File: src/rtl/pdg_pkg.sv
`timescale 1ns / 1ps

package pdg_pkg;

    localparam int unsigned RATE_W  = 18;
    localparam int unsigned GAIN_W  = 15;
    localparam int unsigned WORD_W  = 16;
    localparam int unsigned CFG_IDX_W  = 3;
    localparam int unsigned CFG_DATA_W = 18;

    // Register indexes on the configuration port
    localparam logic [CFG_IDX_W-1:0] REG_SOURCE_RATE   = 3'd0;
    localparam logic [CFG_IDX_W-1:0] REG_TARGET_RATE   = 3'd1;
    localparam logic [CFG_IDX_W-1:0] REG_STEREO        = 3'd2;
    localparam logic [CFG_IDX_W-1:0] REG_BYTE_SWAP     = 3'd3;
    localparam logic [CFG_IDX_W-1:0] REG_GAIN_DIVISOR  = 3'd4;

    // Reset values
    localparam logic [RATE_W-1:0] SOURCE_RATE_RST = 18'd44100;
    localparam logic [RATE_W-1:0] TARGET_RATE_RST = 18'd22050;
    localparam logic              STEREO_RST      = 1'b1;
    localparam logic              BYTE_SWAP_RST   = 1'b0;
    localparam logic [GAIN_W-1:0] GAIN_RST        = 15'd1;

    typedef struct packed {
        logic [WORD_W-1:0] first_word;
        logic [WORD_W-1:0] second_word;
        logic              block_end;
    } in_item_t;

    typedef struct packed {
        logic signed [WORD_W-1:0] sample;
        logic                     block_end_res;
    } out_item_t;

endpackage

File: src/rtl/pcm_decimate_downmix_gain.sv
`timescale 1ns / 1ps

// PCM sample-drop decimator with stereo downmix and gain. Each input beat is
// one frame; a phase accumulator adds min(target_rate, source_rate) and keeps
// the frame only when the sum reaches source_rate, so a dropped frame gives
// no output beat (and its block_end mark is lost). A kept frame is byte-swapped
// if the byte swap register is set, averaged (stereo) or halved (mono with byte
// swap), then divided by gain_divisor (0 acts as 1), truncating toward zero.
// Steps: a dropped frame does not stall the input; a kept frame is accepted,
// passes the 16 steps of the serial restoring divider and is then loaded into
// the output register, waiting while the previous result is still stalled there.
// in_stall is high from the accept of a kept frame until its result is loaded
// into the output register. Config writes must only be issued while the block
// is idle.

module pcm_decimate_downmix_gain (
    input  logic                             clk,
    input  logic                             rst_n,
    // config write port
    input  logic                             cfg_write,
    input  logic [pdg_pkg::CFG_IDX_W-1:0]    cfg_index,
    input  logic [pdg_pkg::CFG_DATA_W-1:0]   cfg_data,
    // input frames
    input  logic                             in_valid,
    output logic                             in_stall,
    input  pdg_pkg::in_item_t                in_data,
    // output samples
    output logic                             out_valid,
    input  logic                             out_stall,
    output pdg_pkg::out_item_t               out_data
);

    typedef enum logic [1:0] {
        ST_IDLE,
        ST_DIV,
        ST_HOLD
    } state_t;

    // ---------------- configuration registers ----------------
    logic [pdg_pkg::RATE_W-1:0] source_rate_reg;
    logic [pdg_pkg::RATE_W-1:0] target_rate_reg;
    logic                       stereo_reg;
    logic                       byte_swap_reg;
    logic [pdg_pkg::GAIN_W-1:0] gain_divisor_reg;

    always_ff @(posedge clk or negedge rst_n)
    begin
        if (!rst_n)
        begin
            source_rate_reg   <= pdg_pkg::SOURCE_RATE_RST;
            target_rate_reg   <= pdg_pkg::TARGET_RATE_RST;
            stereo_reg        <= pdg_pkg::STEREO_RST;
            byte_swap_reg     <= pdg_pkg::BYTE_SWAP_RST;
            gain_divisor_reg  <= pdg_pkg::GAIN_RST;
        end
        else if (cfg_write)
        begin
            unique case (cfg_index)
                pdg_pkg::REG_SOURCE_RATE:   source_rate_reg   <= cfg_data;
                pdg_pkg::REG_TARGET_RATE:   target_rate_reg   <= cfg_data;
                pdg_pkg::REG_STEREO:        stereo_reg        <= cfg_data[0];
                pdg_pkg::REG_BYTE_SWAP:     byte_swap_reg     <= cfg_data[0];
                pdg_pkg::REG_GAIN_DIVISOR:
                    gain_divisor_reg <= cfg_data[pdg_pkg::GAIN_W-1:0];
                default: ;
            endcase
        end
    end

    // ---------------- phase accumulator ----------------
    logic [pdg_pkg::RATE_W-1:0] phase_reg;
    logic [pdg_pkg::RATE_W-1:0] phase_next;
    logic [pdg_pkg::RATE_W-1:0] step;
    logic [pdg_pkg::RATE_W:0]   sum;
    logic [pdg_pkg::RATE_W:0]   wrapped;
    logic                       keep;

    always_comb
    begin
        // effective target never exceeds the source rate
        step    = (target_rate_reg > source_rate_reg) ? source_rate_reg : target_rate_reg;
        sum     = {1'b0, phase_reg} + {1'b0, step};
        wrapped = sum - {1'b0, source_rate_reg};
        keep    = (sum >= {1'b0, source_rate_reg});
        phase_next = keep ? wrapped[pdg_pkg::RATE_W-1:0] : sum[pdg_pkg::RATE_W-1:0];
    end

    // ---------------- downmix front end ----------------
    logic [pdg_pkg::WORD_W-1:0] word_l;
    logic [pdg_pkg::WORD_W-1:0] word_r;
    logic signed [pdg_pkg::WORD_W:0] val_l;
    logic signed [pdg_pkg::WORD_W:0] val_r;
    logic signed [pdg_pkg::WORD_W:0] mix;
    logic signed [pdg_pkg::WORD_W:0] halved;
    logic signed [pdg_pkg::WORD_W:0] pre;
    logic signed [pdg_pkg::WORD_W:0] pre_abs;
    logic                            pre_neg;

    always_comb
    begin
        word_l = byte_swap_reg ? {in_data.first_word[7:0], in_data.first_word[15:8]}
                               : in_data.first_word;
        word_r = byte_swap_reg ? {in_data.second_word[7:0], in_data.second_word[15:8]}
                               : in_data.second_word;
        val_l  = $signed({word_l[pdg_pkg::WORD_W-1], word_l});
        val_r  = $signed({word_r[pdg_pkg::WORD_W-1], word_r});
        mix    = stereo_reg ? (val_l + val_r) : val_l;
        // halve toward zero: bias negatives by one before the shift
        halved = (mix + $signed({{pdg_pkg::WORD_W{1'b0}}, mix[pdg_pkg::WORD_W]})) >>> 1;
        pre    = (stereo_reg || byte_swap_reg) ? halved : val_l;
        pre_neg = pre[pdg_pkg::WORD_W];
        pre_abs = pre_neg ? -pre : pre;   // at most 32768
    end

    // ---------------- serial divider + sequencer ----------------
    localparam int unsigned CNT_W = $clog2(pdg_pkg::WORD_W);

    state_t                      state_reg;
    logic [CNT_W-1:0]            cnt_reg;
    logic [pdg_pkg::WORD_W-1:0]  quo_reg;     // dividend shifts out, quotient in
    logic [pdg_pkg::GAIN_W-1:0]  rem_reg;
    logic                        neg_reg;
    logic                        blk_reg;
    logic                        out_valid_reg;
    pdg_pkg::out_item_t          out_data_reg;

    logic [pdg_pkg::GAIN_W-1:0]  gain;
    logic [pdg_pkg::WORD_W-1:0]  trial;
    logic [pdg_pkg::WORD_W-1:0]  trial_sub;
    logic                        fits;
    logic                        in_fire;
    logic                        out_free;

    always_comb
    begin
        gain      = (gain_divisor_reg == '0) ? pdg_pkg::GAIN_W'(1) : gain_divisor_reg;
        trial     = {rem_reg, quo_reg[pdg_pkg::WORD_W-1]};
        trial_sub = trial - {1'b0, gain};
        fits      = (trial >= {1'b0, gain});
        in_fire   = in_valid && !in_stall;
        out_free  = !out_valid_reg || !out_stall;
    end

    always_ff @(posedge clk or negedge rst_n)
    begin
        if (!rst_n)
        begin
            state_reg     <= ST_IDLE;
            phase_reg     <= '0;
            cnt_reg       <= '0;
            quo_reg       <= '0;
            rem_reg       <= '0;
            neg_reg       <= 1'b0;
            blk_reg       <= 1'b0;
            out_valid_reg <= 1'b0;
            out_data_reg  <= '0;
        end
        else
        begin
            // a result loaded in ST_HOLD replaces the departing beat
            if (out_valid_reg && !out_stall && (state_reg != ST_HOLD))
            begin
                out_valid_reg <= 1'b0;
            end

            unique case (state_reg)
                ST_IDLE:
                begin
                    if (in_fire)
                    begin
                        phase_reg <= phase_next;
                        if (keep)
                        begin
                            quo_reg   <= pre_abs[pdg_pkg::WORD_W-1:0];
                            rem_reg   <= '0;
                            neg_reg   <= pre_neg;
                            blk_reg   <= in_data.block_end;
                            cnt_reg   <= '0;
                            state_reg <= ST_DIV;
                        end
                    end
                end
                ST_DIV:
                begin
                    // one restoring step per cycle
                    rem_reg <= fits ? trial_sub[pdg_pkg::GAIN_W-1:0]
                                    : trial[pdg_pkg::GAIN_W-1:0];
                    quo_reg <= {quo_reg[pdg_pkg::WORD_W-2:0], fits};
                    cnt_reg <= cnt_reg + 1'b1;
                    if (cnt_reg == CNT_W'(pdg_pkg::WORD_W - 1))
                    begin
                        state_reg <= ST_HOLD;
                    end
                end
                ST_HOLD:
                begin
                    if (out_free)
                    begin
                        out_data_reg.sample        <= neg_reg ? -$signed(quo_reg)
                                                              : $signed(quo_reg);
                        out_data_reg.block_end_res <= blk_reg;
                        out_valid_reg              <= 1'b1;
                        state_reg                  <= ST_IDLE;
                    end
                end
                default:
                begin
                    state_reg <= ST_IDLE;
                end
            endcase
        end
    end

    assign in_stall  = (state_reg != ST_IDLE);
    assign out_valid = out_valid_reg;
    assign out_data  = out_data_reg;

endmodule
File: config.mk
export PLATFORM = sky130hd
export DESIGN_NAME = pcm_decimate_downmix_gain
export DESIGN_NICKNAME = d
export VERILOG_FILES = /design/src/rtl/pdg_pkg.sv /design/src/rtl/pcm_decimate_downmix_gain.sv
export SDC_FILE = /design/constraint.sdc
export NUM_CORES = 1
export LEC_CHECK = 0
export CAP_MARGIN = 20
export CORE_ASPECT_RATIO = 1.2
export CORE_MARGIN = 5
export CORE_UTILIZATION = 31
export DETAILED_ROUTE_END_ITERATION = 8
export DONT_BUFFER_PORTS = 1
export HOLD_SLACK_MARGIN = 0.06
export PLACE_DENSITY_LB_ADDON = 0.05
export SLEW_MARGIN = 20
export SYNTH_ARGS = -nofsm -noshare
export SYNTH_HDL_FRONTEND = slang
export SYNTH_SLANG_ARGS = --single-unit
File: constraint.sdc
create_clock -name clk -period 16.8 [get_ports clk]
set_clock_uncertainty 0.05 [all_clocks]
set_input_delay 3.36 -clock clk [delete_from_list [all_inputs] [get_ports clk]]
set_output_delay 3.36 -clock clk [all_outputs]
set_load 0.02 [all_outputs]
* Word level (Yosys, flattened, before mapping)
Index checks and enable logic that the tools add are counted.
** Word-level totals
- Logic and storage cells :: 88
- Output and inout port bits :: 19
- Bits of input ports :: 59
- Flip-flop bits (word level) :: 128
** Operators by class
- Magnitude comparators :: 3
- Eq/ne operators :: 12
- Mux-type cells :: 27
- Reduce and logical (&&, ||, !) cells :: 23
- Add/sub/neg operators :: 8
** Operator list (number)
- two-way mux 16 bit :: 6
- two-way mux 15 bit :: 4
- two-way mux 18 bit :: 2
- two-way mux 17 bit :: 2
- negation 16 bit :: 2
- case mux 16 bit (2 select lines) :: 1
- case mux 15 bit (2 select lines) :: 1
- adder 18 x 18 -> 19 bit :: 1
- >= comparator 19 x 18 -> 1 bit :: 1
- greater-than comparator 18 bit :: 1
- subtractor 18 bit :: 1
- adder 16 x 16 -> 17 bit :: 1
- adder 17 x 2 -> 17 bit :: 1
- >= comparator 16 x 15 -> 1 bit :: 1
- logical NOT 15 bit :: 1
- subtractor 15 bit :: 1
- AND reduction 2 bit :: 7
- inequality test 2 bit, second input constant :: 5
- two-way mux 2 bit :: 4
- two-way mux 4 bit :: 2
- case mux 4 bit (2 select lines) :: 1
- equality test 3 x 2 -> 1 bit, second input constant :: 2
- case mux 2 bit (3 select lines) :: 1
- AND reduction 3 bit :: 2
- 14 further kinds :: 22

* Longest topological paths before layout
- Word-level depth :: 10
- Depth in mapped cells :: 38
- Gate-level depth less buffers :: 36

* Worst setup path before layout
OpenSTA, ideal clock, no wires.
- Path kind :: input port to flip-flop
- From :: input port in_data[21] (netlist bit)
- To :: register quo_reg[14] (netlist bit)
- Arrival :: 7.067 ns
- Buffers on the path :: 1
- Setup time :: 0.132 ns
- Data required time :: 16.618 ns
- Stages :: 19
- Slack :: 9.551 ns
- Cells stage by stage :: mux2_2 -> ha_1 -> clkbuf_1 -> nand3_1 -> or4_1 -> a211o_1 -> o21ai_2 -> a21oi_1 -> ha_1 -> and2_2 -> o211ai_2 -> xor2_1 -> o41ai_2 -> nand4_1 -> nor4_2 -> a41oi_1 -> xnor2_1 -> mux2i_1 -> o21ai_1
** On the way
- Cells in the longest elaborated chain, start to end :: 10
** RTL lines
- start: declaration :: RTL line pcm_decimate_downmix_gain.sv:26 : input pdg_pkg::in_item_t in_data,
- two-way mux 16 bit * :: RTL line pcm_decimate_downmix_gain.sv:101 : word_l = byte_swap_reg ? {in_data.first_word[7:0], in_data.first_word[15:8]}
- adder 16 x 16 -> 17 bit :: RTL line pcm_decimate_downmix_gain.sv:107 : mix = stereo_reg ? (val_l + val_r) : val_l;
- two-way mux 17 bit :: RTL line pcm_decimate_downmix_gain.sv:107
- adder 17 x 2 -> 17 bit :: RTL line pcm_decimate_downmix_gain.sv:109 : halved = (mix + $signed({{pdg_pkg::WORD_W{1'b0}}, mix[pdg_pkg::WORD_W]})) >>> 1;
- two-way mux 17 bit * :: RTL line pcm_decimate_downmix_gain.sv:110 : pre = (stereo_reg || byte_swap_reg) ? halved : val_l;
- negation 16 bit :: RTL line pcm_decimate_downmix_gain.sv:112 : pre_abs = pre_neg ? -pre : pre;
- two-way mux 16 bit * :: RTL line pcm_decimate_downmix_gain.sv:112
- two-way mux 16 bit * :: RTL line pcm_decimate_downmix_gain.sv:172 : if (keep)
- two-way mux 16 bit * :: RTL line pcm_decimate_downmix_gain.sv:169 : if (in_fire)
- case mux 16 bit (2 select lines) * :: RTL line pcm_decimate_downmix_gain.sv:166 : unique case (state_reg)
- end signal: assignment :: RTL line pcm_decimate_downmix_gain.sv:174 : quo_reg <= pre_abs[pdg_pkg::WORD_W-1:0];
- end signal: assignment :: RTL line pcm_decimate_downmix_gain.sv:188 : quo_reg <= {quo_reg[pdg_pkg::WORD_W-2:0], fits};
- end: declaration :: RTL line pcm_decimate_downmix_gain.sv:120 : logic [pdg_pkg::WORD_W-1:0] quo_reg;
Every way passes the cells marked *; elsewhere a longest branch is shown, timed or not. The select of a mux whose other input is x is not followed.
A chain may end at the register's enable or synchronous reset.

* Worst setup path in the final report
- From :: register source_rate_reg[1] (netlist bit)
- To :: register quo_reg[3] (netlist bit)
** On the way
- Cells in the longest elaborated chain, start to end :: 6
** RTL lines
- start: declaration :: RTL line pcm_decimate_downmix_gain.sv:40 : logic [pdg_pkg::RATE_W-1:0] source_rate_reg;
- start signal: assignment :: RTL line pcm_decimate_downmix_gain.sv:50 : source_rate_reg <= pdg_pkg::SOURCE_RATE_RST;
- start signal: assignment :: RTL line pcm_decimate_downmix_gain.sv:59 : pdg_pkg::REG_SOURCE_RATE: source_rate_reg <= cfg_data;
- greater-than comparator 18 bit :: RTL line pcm_decimate_downmix_gain.sv:81 : step = (target_rate_reg > source_rate_reg) ? source_rate_reg : target_rate_reg;
- two-way mux 18 bit :: RTL line pcm_decimate_downmix_gain.sv:81
- adder 18 x 18 -> 19 bit :: RTL line pcm_decimate_downmix_gain.sv:82 : sum = {1'b0, phase_reg} + {1'b0, step};
- >= comparator 19 x 18 -> 1 bit * :: RTL line pcm_decimate_downmix_gain.sv:84 : keep = (sum >= {1'b0, source_rate_reg});
- inequality test 2 bit (no source line) *
- AND reduction 3 bit (no source line) *
Every way passes the cells marked *; elsewhere a longest branch is shown, timed or not.

==> Implementation_results.wiki <==
{| class="wikitable"
! Metric !! Value
|-
| Post-route worst setup slack || 8.69 ns
|-
| Minimum setup slack after placement || approximately 8.6 ns
|-
| PortBufs || 0
|-
| Hold Violations, Final || 0
|-
| Launching instance or port of the critical path || source_rate_reg[1]
|-
| CTS Hold Bufs || 0
|-
| Share of cells above drive strength 1 || 0.145
|-
| Critical-path top delay cell || clkinv_1
|-
| Startpoint types || flop
|-
| Largest driver fanout on the critical path || 37
|-
| Top cell type by total area after synthesis || dfrtp_1
|-
| Cell count after synthesis || 1,249
|-
| Antenna-violating nets left || 0
|-
| Max Transition Viols Final || 0
|-
| Type of the setup path with the least slack || flop to flop
|-
| Synth-to-layout area growth || 9.07%
|-
| Power density over the cells || 252 mW/mm2
|-
| Worst hold path startpoint || blk_reg
|-
| Overall track demand over capacity in global routing || 0.169
|-
| Share of the synthesized area in the top cell type || 0.260
|-
| Routed via count divided by cell count || roughly 5.2
|-
| Max Buffers Root-to-Sink || 2
|-
| First-pass GRT wire length || around 53,000 um
|-
| Effective utilization at floorplan || 0.314
|-
| Root buf cell || clkbuf_16
|-
| Area of combinational cells with multiple inputs || slightly above 0.007 mm2
|-
| Part of the Yosys area used for sequential elements || 0.294
|-
| Setup TNS || 0 ns
|-
| R2r worst-path depth || 38
|-
| Power consumption || 3.01 mW
|-
| Worst-case register-to-register setup slack || 8.69 ns
|-
| Depth of the CTS H-tree || 4
|-
| Wire length reported by the detailed router || 32,600 um
|-
| Maximum achievable frequency || ~0.12 GHz
|-
| Number of enable flip-flop cells after synthesis || 0
|-
| Die height || 216 um
|-
| Flip-flop cell with the highest count after synthesis || dfrtp_1
|-
| Launching point of the worst reg2reg path || source_rate_reg[1]
|-
| Post-Route Hold Slack || roughly 0.43 ns
|-
| # setup viols final || 0
|-
| Endpoint kind of the worst setup timing path || flop
|-
| Ys Warns || 0
|-
| Number of nets at the end of the flow || around 1,400
|-
| Via count of the first global-routing pass || 9,456
|-
| Number of flip-flops and latches in the synthesized netlist || between 100 and 150
|-
| Fillcell total || 3,752
|-
| Total congestion overflow || 0
|-
| Die area || 0.0392 mm2
|-
| Worst slew margin relative to its limit || 0.311
|-
| Commonest cells in the synthesized netlist || 130 x nand2_1, 114 x dfrtp_1, 94 x o21ai_0, 93 x nor2_1, 90 x ha_1
|-
| Post-layout min period || 8.11 ns
|-
| Gpl congestion || 0.815
|-
| HPWL Detailed || 25,200 um
|-
| Number of standard-cell rows in the floorplan || 75
|-
| Post-synth net total || roughly 1,400
|-
| Num CTS Buffers || 17
|-
| Synthesized area per cell || approximately 9 um2
|-
| Pin count of the biggest net entering global routing || roughly 130
|-
| Worst Tran Pin Value || 1.03 ns
|-
| Clock-pin slew on the worst setup and hold paths || 0.06 ns
|-
| Most used cell, CP || o21a_1
|-
| Antenna diode count || 0
|-
| CTS tree || done
|-
| Average wire per cell in the routed design || 19.1 um
|-
| Storage cell area || about 0.0032 mm2
|-
| R2R Path End || quo_reg[3]
|-
| Number of sinks handled by clock tree synthesis || 128
|-
| Proportion of synthesized flip-flops having asynchronous set or reset || 1.00
|-
| Peak supply drop || 0.000130 V
|-
| Leading cell types by total area after synthesis || dfrtp_1 26%, ha_1 10%, mux2_2 7.1%
|-
| Via count || 8,946
|-
| Buffers inserted during post-CTS setup optimization || 0
|-
| DR iter-0 viols || 467
|-
| Number of detailed-route iterations in the first pass || 5
|-
| Most frequently used cell type in the post-synthesis netlist || nand2_1
|-
| Top-Level Pins || 78
|-
| Die W || 182 um
|-
| Cell area after synthesis || 0.0110 mm2
|-
| Number of maximum-capacitance violations || 0
|-
| Required arrival time at the worst endpoint || 17.06 ns
|-
| Path category of the worst min-delay check || flop to flop
|-
| Distinct cells, synth || 100
|-
| Core Area || about 0.035 mm2
|-
| CP peak stage delay || roughly 0.42 ns
|-
| Residual DRC || 0
|-
| Clock latency of the later-clocked register in the worst-skew pair || 0.45 ns
|-
| Result of the run || finished, final reports clean
|-
| Static Leak || 5.02 nW
|-
| Crit share post-route || 0.483
|-
| Initial antenna violation count || 0
|-
| Timing endpoint of the critical path || quo_reg[3]
|-
| Worst EP arrival || 8.38 ns
|-
| Number of instances resized during post-cts repair || 0
|-
| Unrepaired setup endpoints after global routing || no
|}
per-stage QoR:
step | util | std cells | area [um2]
final | 0.342 | 1705 | 11900
after global routing | 0.342 | 1705 | 11900
after CTS | 0.342 | 1705 | 11900
after detailed placement | 0.326 | 1673 | 11400
after global placement | 0.326 | 1673 | 11400
after floorplan | - | 1249 | 11000
layout make-up:
type / instances / area share
multi-input combinational: 997 / 0.603
tap: 462 / 0.0484
timing repair buffer: 11 / 0.00691
clock inverter: 15 / 0.0124
inverter: 75 / 0.0236
clock buffer: 17 / 0.0356
sequential: 128 / 0.270
metal layers:
metal / track usage / up-vias / wire length [um]
met4: 0.0561 / 0 / 832
met5: 0 / - / 0
met2: 0.313 / 117 / 17200
li1: - / 4490 / -
met1: 0.198 / 4302 / 13600
met3: 0.0280 / 37 / 951
how the worst min path moves through the flow:
stage	to	slack [ns]	cells past startpoint
floorplan	blk_reg	0.39	2
global placement	rem_reg[14]	0.42	2
detailed placement	blk_reg	0.42	2
CTS	blk_reg	0.44	2
global route	rem_reg[14]	0.48	2
finish	blk_reg	0.43	2
worst max-delay path, delay by kind of cell, from the launching register on:
kind | cells | cell delay [ns]
buf+inv | 4 | 1.19
simple gates | 3 | 0.51
xor+xnor | 1 | 0.15
compound gates | 25 | 4.17
flops | 1 | 0.38
mux | 1 | 0.31
fa+ha+maj | 4 | 1.22
where the power goes:
| group | internal, mW | switching (mW) |
|---|---|---|
| Sequential | 0.432 | 0.132 |
| Combinational | 0.900 | 1.17 |
| Clock | 0.208 | 0.164 |
logic make-up (layout without fill, tap and decap cells):
group                    after synthesis  in the layout  share of synthesized area
AO/OA/AOI/OAI                        373            373                      0.231
AND/OR/NAND/NOR                      365            365                      0.163
flip-flops                           128            128                      0.294
buffers and inverters                124            118                     0.0518
adder cells (fa/ha/maj)               94             94                      0.110
multiplexers                          91             91                     0.0911
XOR/XNOR                              74             74                     0.0592
placed cells by master, fill, tap and decap left out, types with 5 or more instances in the layout:
master	n
nand4_1	12
o21ai_1	16
o21a_1	17
and2_1	9
nand3_1	22
dfrtp_1	113
ha_1	90
o31ai_1	12
nand2b_1	7
o21ai_0	94
o21bai_1	7
inv_1	73
a21oi_1	87
o31a_1	7
nor4_1	6
mux2_2	69
nand2_1	130
or3_1	8
and3_1	9
xnor2_1	44
inv_6	7
nor2_1	91
a21o_1	30
buf_4	11
nor2_2	5
xor2_1	30
mux2i_1	22
nor3_1	15
dfstp_2	14
clkbuf_16	17
a31oi_1	5
nor2b_1	15
o211ai_1	8
a211oi_1	15
Power figures use the tool's default switching activity.
